**src/ptmt_pkg.sv**
```systemverilog
package ptmt_pkg;

    // One pending timestamp record as held by a table cell.
    typedef struct packed {
        logic [3:0]  typ;
        logic [3:0]  port;
        logic [15:0] seq;
        logic [63:0] corr;
    } t_rec;

    typedef enum logic [1:0] {
        S_IDLE,
        S_PASS,
        S_DONE
    } t_state;

    localparam logic       REQ_LOOKUP = 1'b0;
    localparam logic       REQ_APPEND = 1'b1;

    localparam logic [15:0] ENCRYPTED_FLAG = 16'h0080;

    localparam logic [2:0] ST_MATCH         = 3'd0;
    localparam logic [2:0] ST_NOMATCH       = 3'd1;
    localparam logic [2:0] ST_SKIPPED       = 3'd2;
    localparam logic [2:0] ST_APPENDED      = 3'd3;
    localparam logic [2:0] ST_APPENDED_DROP = 3'd4;

endpackage

```
**src/ptmt_cell.sv**
```systemverilog
module ptmt_cell (
    input  logic           i_clk,
    input  logic           i_shift,
    input  ptmt_pkg::t_rec i_rec,
    output ptmt_pkg::t_rec o_rec
);
    import ptmt_pkg::*;

    t_rec r_rec;

    // The cell takes its younger neighbor's record on every shift step.
    always_ff @(posedge i_clk) begin
        if (i_shift) begin
            r_rec <= i_rec;
        end
    end

    assign o_rec = r_rec;

endmodule

```
**src/ptp_timestamp_match_table_core.sv**
```systemverilog
// Channel  | Direction | Handshake                  | Payload
// ---------+-----------+----------------------------+------------------------------------
// request  | in        | i_in_valid / o_in_ready    | req_type, msg_type, port_id,
//          |           |                            | sequence_id, flag_field, entry_corr.
// result   | out       | o_out_valid / i_out_ready  | status, correction, fill_level
//
// An append or an encrypted lookup rotates the record chain once through all TABLE_DEPTH
// cells, one step a cycle, before the finishing step loads the result.
// A lookup without the encrypted flag skips the rotation and goes to the finishing step.
// Reset clears the fill count and the control state; record contents are not reset.
// A new request is taken as soon as the previous result sits in the output register;
// a stalled output holds the finishing step until that register is free.
module ptp_timestamp_match_table_core #(
    parameter int TABLE_DEPTH = 64
) (
    input  logic        i_clk,
    input  logic        i_rst_n,
    input  logic        i_in_valid,
    output logic        o_in_ready,
    input  logic        i_req_type,
    input  logic [3:0]  i_msg_type,
    input  logic [7:0]  i_port_id,
    input  logic [15:0] i_sequence_id,
    input  logic [15:0] i_flag_field,
    input  logic [63:0] i_entry_correction,
    output logic        o_out_valid,
    input  logic        i_out_ready,
    output logic [2:0]  o_status,
    output logic [63:0] o_correction,
    output logic [6:0]  o_fill_level
);
    import ptmt_pkg::*;

    localparam int FILL_W = $clog2(TABLE_DEPTH + 1);
    localparam logic [FILL_W-1:0] DEPTH_VAL = FILL_W'(TABLE_DEPTH);
    localparam logic [FILL_W-1:0] LAST_STEP = FILL_W'(TABLE_DEPTH - 1);

    t_state r_state, n_state;

    t_rec              r_key;
    logic              r_append;
    logic              r_enc;
    logic              r_full;
    logic              r_found;
    logic [63:0]       r_hit_corr;
    logic [FILL_W-1:0] r_fill, n_fill;
    logic [FILL_W-1:0] r_cnt;

    logic              r_out_valid;
    logic [2:0]        r_status, n_status;
    logic [63:0]       r_corr_out;
    logic [6:0]        r_fill_out;

    t_rec              w_chain [TABLE_DEPTH];
    t_rec              w_tail;
    logic              w_shift;
    logic              w_accept;
    logic              w_load_out;
    logic              w_out_free;
    logic              w_in_enc;
    logic              w_in_range;
    logic              w_match_now;
    logic              w_skip;
    logic              w_push_new;
    logic [FILL_W-1:0] w_new_pos;
    logic [FILL_W+6:0] w_fill_ext;

    // Record chain: cell 0 holds the oldest record, the tail cell takes the pushed record.
    for (genvar g = 0; g < TABLE_DEPTH; g++) begin : g_cell
        if (g == TABLE_DEPTH - 1) begin : g_tail
            ptmt_cell u_cell (
                .i_clk   (i_clk),
                .i_shift (w_shift),
                .i_rec   (w_tail),
                .o_rec   (w_chain[g])
            );
        end else begin : g_body
            ptmt_cell u_cell (
                .i_clk   (i_clk),
                .i_shift (w_shift),
                .i_rec   (w_chain[g+1]),
                .o_rec   (w_chain[g])
            );
        end
    end

    assign w_in_enc   = (i_flag_field & ENCRYPTED_FLAG) != 16'd0;
    assign w_out_free = !r_out_valid || i_out_ready;
    assign o_in_ready = (r_state == S_IDLE);

    // At step k of a pass, cell 0 holds record k. Pushing cell 1 instead of cell 0
    // from some step on removes one record; the pushed sequence becomes the new table.
    assign w_in_range  = r_cnt < r_fill;
    assign w_match_now = !r_append && !r_found && w_in_range
                         && (w_chain[0].typ == r_key.typ)
                         && (w_chain[0].port == r_key.port)
                         && (w_chain[0].seq == r_key.seq);
    assign w_skip      = (r_append && r_full) || r_found || w_match_now;
    assign w_new_pos   = r_full ? LAST_STEP : r_fill;
    assign w_push_new  = r_append && (r_cnt == w_new_pos);

    always_comb begin
        if (w_push_new) begin
            w_tail = r_key;
        end else if (w_skip) begin
            w_tail = w_chain[1];
        end else begin
            w_tail = w_chain[0];
        end
    end

    always_comb begin
        n_state    = r_state;
        w_shift    = 1'b0;
        w_accept   = 1'b0;
        w_load_out = 1'b0;
        case (r_state)
            S_IDLE: begin
                if (i_in_valid) begin
                    w_accept = 1'b1;
                    if (i_req_type == REQ_APPEND || w_in_enc) begin
                        n_state = S_PASS;
                    end else begin
                        n_state = S_DONE;
                    end
                end
            end
            S_PASS: begin
                w_shift = 1'b1;
                if (r_cnt == LAST_STEP) begin
                    n_state = S_DONE;
                end
            end
            S_DONE: begin
                if (w_out_free) begin
                    w_load_out = 1'b1;
                    n_state    = S_IDLE;
                end
            end
            default: begin
                n_state = S_IDLE;
            end
        endcase
    end

    always_comb begin
        n_fill = r_fill;
        if (r_append) begin
            n_status = r_full ? ST_APPENDED_DROP : ST_APPENDED;
            if (!r_full) begin
                n_fill = r_fill + FILL_W'(1);
            end
        end else if (!r_enc) begin
            n_status = ST_SKIPPED;
        end else if (r_found) begin
            n_status = ST_MATCH;
            n_fill   = r_fill - FILL_W'(1);
        end else begin
            n_status = ST_NOMATCH;
        end
    end

    assign w_fill_ext = {7'd0, n_fill};

    always_ff @(posedge i_clk) begin
        if (!i_rst_n) begin
            r_state     <= S_IDLE;
            r_fill      <= '0;
            r_cnt       <= '0;
            r_found     <= 1'b0;
            r_out_valid <= 1'b0;
        end else begin
            r_state <= n_state;
            if (w_accept) begin
                r_cnt   <= '0;
                r_found <= 1'b0;
            end else if (w_shift) begin
                r_cnt <= r_cnt + FILL_W'(1);
                if (w_match_now) begin
                    r_found <= 1'b1;
                end
            end
            if (w_load_out) begin
                r_fill      <= n_fill;
                r_out_valid <= 1'b1;
            end else if (i_out_ready) begin
                r_out_valid <= 1'b0;
            end
        end
    end

    always_ff @(posedge i_clk) begin
        if (w_accept) begin
            r_key.typ  <= i_msg_type;
            r_key.port <= i_port_id[3:0];
            r_key.seq  <= i_sequence_id;
            r_key.corr <= i_entry_correction;
            r_append   <= (i_req_type == REQ_APPEND);
            r_enc      <= w_in_enc;
            r_full     <= (r_fill == DEPTH_VAL);
        end
        if (w_shift && w_match_now) begin
            r_hit_corr <= w_chain[0].corr;
        end
        if (w_load_out) begin
            r_status   <= n_status;
            r_corr_out <= (n_status == ST_MATCH) ? r_hit_corr : 64'd0;
            r_fill_out <= w_fill_ext[6:0];
        end
    end

    assign o_out_valid  = r_out_valid;
    assign o_status     = r_status;
    assign o_correction = r_corr_out;
    assign o_fill_level = r_fill_out;

    a_fill_bound: assert property (@(posedge i_clk) disable iff (!i_rst_n)
        r_fill <= DEPTH_VAL)
        else $error("fill count above table depth");

    a_step_advance: assert property (@(posedge i_clk) disable iff (!i_rst_n)
        (r_state == S_PASS && r_cnt != LAST_STEP) |=> (r_cnt == $past(r_cnt) + FILL_W'(1)))
        else $error("pass step counter did not advance");

    a_match_shrinks: assert property (@(posedge i_clk) disable iff (!i_rst_n)
        (w_load_out && n_status == ST_MATCH) |=> (r_fill == $past(r_fill) - FILL_W'(1)))
        else $error("matched lookup did not remove a record");

    a_drop_full: assert property (@(posedge i_clk) disable iff (!i_rst_n)
        (w_load_out && n_status == ST_APPENDED_DROP) |=> (r_fill == DEPTH_VAL))
        else $error("append with drop left table not full");

    a_hit_in_range: assert property (@(posedge i_clk) disable iff (!i_rst_n)
        (w_shift && w_match_now) |-> (r_fill != '0 && !r_append))
        else $error("match taken outside held records");

endmodule

```
**config.mk**
```make
export PLATFORM = sky130hd
export DESIGN_NAME = ptp_timestamp_match_table_core
export DESIGN_NICKNAME = d
export VERILOG_FILES = /design/src/ptmt_pkg.sv /design/src/ptmt_cell.sv /design/src/ptp_timestamp_match_table_core.sv
export SDC_FILE = /design/constraint.sdc
export NUM_CORES = 2
export LEC_CHECK = 0
export ABC_CLOCK_PERIOD_IN_PS = 388900
export BUFFER_PORTS_ARGS = -buffer_cell sky130_fd_sc_hd__buf_2
export CAP_MARGIN = 20
export CORE_MARGIN = 2
export CORE_UTILIZATION = 40
export CTS_CLUSTER_DIAMETER = 30
export DETAILED_ROUTE_END_ITERATION = 6
export HOLD_SLACK_MARGIN = 0.02
export SETUP_SLACK_MARGIN = 0.05
export SKIP_LAST_GASP = 1
export SLEW_MARGIN = 20
export SYNTH_ARGS = -nofsm -noshare
export SYNTH_HDL_FRONTEND = slang
export SYNTH_SLANG_ARGS = --single-unit
```
**constraint.sdc**
```tcl
create_clock -name i_clk -period 388.9 [get_ports i_clk]
set_input_delay 19.445 -clock i_clk [delete_from_list [all_inputs] [get_ports i_clk]]
set_output_delay 19.445 -clock i_clk [all_outputs]
set_load 0.01 [all_outputs]
```
==> results.py <==
metrics = {
    "global_route": {
        "grtUsageTotal_pct": 10.6,
        "grt_max_degree": 217,
        "antenna_found_initial": 25,
        "overflow": 0,
        "grt_pass1_wl_um": 391000,
        "grt_pass1_vias": 67700,
    },
    "yosys": {
        "syn_area_mm2": 0.181,
        "synth.distinct_cells": 47,
        "ys_seq_area_share_pct": 97.2,
        "synth_most_common_cell": "edfxtp_1",
        "yosys_most_used_dff": "edfxtp_1",
        "synth_top_family_by_area": "simple AND/OR/NAND/NOR gates",
        "synthTopCellsByArea": "edfxtp_1 97%, o2111ai_1 0.42%, nand4_1 0.34%",
        "synthAdderAreaFrac_pct": 0.0759,
        "synth_compound_area_share_pct": 0.857,
        "synthArstFlopShare_pct": 0,
        "synth.avg_cell_area_um2": 27.2,
        "synth-edff-count": 5861,
        "synthCells": 6681,
        "synth_top_area_share_pct": 97.0,
        "synth_simple_gate_area_share_pct": 1.30,
        "ys_ff_latch": 5879,
        "yosysTopAreaCell": "edfxtp_1",
        "synth_common_cells": "5861 x edfxtp_1, 99 x nand4_1, 90 x and3_1",
        "synth.area.mux_share_pct": 0.0331,
        "synth_nets": 6805,
        "synth_xor_area_share_pct": 0.198,
        "ys_warn_count": 0,
    },
    "clock_tree": {
        "root_buffer": "clkbuf_16",
        "cts_buffers": 925,
        "clk_path_buf_depth": 4,
        "clock-sinks": 5879,
        "clk_pin_slew_ns": 0.05,
        "cts_max_level": 6,
        "cts_tree": "yes",
        "post_cts_buffers": 0,
        "hold_buffers": 0,
        "ctsResizeCount": 0,
        "clk_latency_ns": 1.13,
    },
    "sta": {
        "grt_setup_unrepaired": "no",
        "hold_violations": 0,
        "setup_tns_ns": 0,
        "setup_ws_ns": 367.65,
        "fin_hold_ws_ns": 0.319,
        "slew_violations": 0,
        "setup_viol": 0,
        "clock.fmax_mhz": 47.1,
        "tightest_slew_ns": 1.10,
        "slew_headroom_pct": 26.8,
        "fin_crit_sh_pct": 5.46,
        "layout_min_cycle_time_ns": 21.25,
        "clock_skew_ns": 0.146,
    },
    "placed_design": {
        "post-place-ws_ns": 367.37,
        "gp_congestion": 0.801,
        "dp_hpwl_um": 119000,
        "port_buffers": 169,
    },
    "floorplanning": {
        "io_pins": 189,
        "design.core.area_mm2": 0.452,
        "design.die.area_mm2": 0.459,
        "start_util_pct": 40.1,
        "die_h_um": 678,
        "die_w_um": 678,
        "rows": 247,
    },
    "critical_path": {
        "cp_slowest_stage_delay_ns": 0.35,
        "arrival_ns": 1.81,
        "path_class": "flop to output port",
        "cp_cell_sequence": "nor2_1, buf_2",
        "path_depth": 2,
        "cp-startpoint": "r_state[1]",
        "critical-path-slowest-cell": "dfxtp_1",
        "path_delay_family": "flip-flops",
        "critPathCaptureType": "output port",
        "rr_startpoint": "r_state[0]",
        "endpoint": "o_in_ready",
        "path_max_fanout": 4,
        "critPathLaunchType": "flop",
        "r2r_setup_slack_ns": 379.94,
        "rr_endpoint": "g_cell[48].g_body.u_cell.o_rec[32]",
        "ff2ff_path_depth": 11,
        "crit_buf_inv": 1,
        "cp_data_required_time_ns": 369.46,
    },
    "power_and_ir_drop": {
        "power_density_mw_per_mm2": 7.31,
        "leakagePower_nw": 72.8,
        "peakVddDrop_mv": 0.00555,
        "total_power_w": 0.00163,
    },
    "routing": {
        "routedWlPerCell_um": 17.4,
        "vias": 66600,
        "drt-total-wl_um": 254000,
        "routed_via_density": 4.56,
        "dr.pass1.iters": 5,
        "drc": 0,
        "detailedRoute.firstIterationViolations": 7077,
        "drtAntennaViolNets": 0,
    },
    "run_status": {
        "status": "completed",
    },
    "run": {
        "drv_cap": 0,
    },
    "layout": {
        "drive_gt1_share_pct": 21.8,
        "fin_nets": 7861,
        "area_growth_pct": 22.8,
    },
    "worst_hold_path": {
        "hold_path.class": "flop to flop",
    },
}
==> state kept, by name (all words and copies together), names as in the netlist <==
name and cells:
o_correction 64, r_append 1, o_out_valid 1, r_state 2
r_key 88, r_cnt 7, g_cell.g_body.u_cell.o_rec 5544, r_full 1
o_fill_level 7, r_found 1, r_fill 7, o_status 3
r_enc 1, g_cell.g_tail.u_cell.o_rec 88, r_hit_corr 64
==> stage by stage <==
stage | utilization, % | cell area (µm²) | instances
finish | 49.3 | 223000 | 14600
global route | 49.3 | 223000 | 14600
CTS | 49.2 | 223000 | 14500
detailed placement | 42.0 | 190000 | 12800
global placement | 42.0 | 190000 | 12800
floorplan | - | 181000 | 6681
==> area by class of cell <==
type	instances	area, µm²
Clock inverter	756	9090
Clock buffer	995	23500
Fill cell	34500	229000
Antenna cell	71	178
Tap cell	5976	7480
Sequential cell	5879	176000
Timing Repair Buffer	248	1670
Multi-Input combinational cell	671	4560
Inverter	12	48.8
==> cells in the final DEF (no fill, tap or decap), types with 42 or more instances in the layout <==
master      netlist  layout
a31oi_1          89      89
and2_1           68      68
and3_1           90      89
buf_2             7     169
buf_4             3      55
bufinv_16         0     107
clkbuf_1         87      68
clkbuf_16         0     927
clkinv_1          2      83
clkinv_16         0      44
clkinv_2          0     106
clkinv_4          0      99
clkinvlp_4        0     130
diode_2           0      71
edfxtp_1       5861    5861
inv_6             0     134
inv_8             0      42
nand3_1          88      88
nand4_1          99      99
o2111ai_1        88      88
==> cell families after synthesis <==
logic type      after synthesis
flops                      5879
compound gates              209
buf+inv                     131
simple gates                404
xor+xnor                     41
mux                           6
fa+ha+maj                    11
==> report_power, final <==
group	internal [W]	switching, W
Clock	0.000518	0.000308
Sequential	0.000757	0.0000138
Combinational	0.00000338	0.0000271
Total	0.00128	0.000348
==> how the worst min path moves through the flow <==
stage	from	endpoint	slack, ns	depth (start not counted)
detailed placement	g_cell[11].g_body.u_cell.o_rec[19]	g_cell[10].g_body.u_cell.o_rec[19]	0.40	0
floorplan	g_cell[11].g_body.u_cell.o_rec[0]	g_cell[10].g_body.u_cell.o_rec[0]	0.40	0
global placement	g_cell[12].g_body.u_cell.o_rec[21]	g_cell[11].g_body.u_cell.o_rec[21]	0.40	0
global route	g_cell[25].g_body.u_cell.o_rec[56]	g_cell[24].g_body.u_cell.o_rec[56]	0.33	0
CTS	g_cell[61].g_body.u_cell.o_rec[6]	g_cell[60].g_body.u_cell.o_rec[6]	0.31	0
finish	g_cell[61].g_body.u_cell.o_rec[6]	g_cell[60].g_body.u_cell.o_rec[6]	0.32	0
==> metal layers <==
metal  routed length, µm  track usage (%)  up-vias
li1                    -                -    30000
met3               12900             2.45      593
met2              110000             14.6     1713
met4               11100             6.06        0
met5                   0                0        -
met1              119000             15.6    34300
==> worst register-to-register path: stages (launching register included) <==
cell     delay, ns
dfxtp_1       0.36
nor2b_4       0.15
buf_4         0.64
buf_12        0.45
buf_16        0.54
buf_4         0.85
buf_12        0.70
buf_4         1.12
buf_12        0.77
buf_4         1.05
buf_4         0.87
buf_12        0.78
Note: power is estimated with default switching activity, not from simulation.
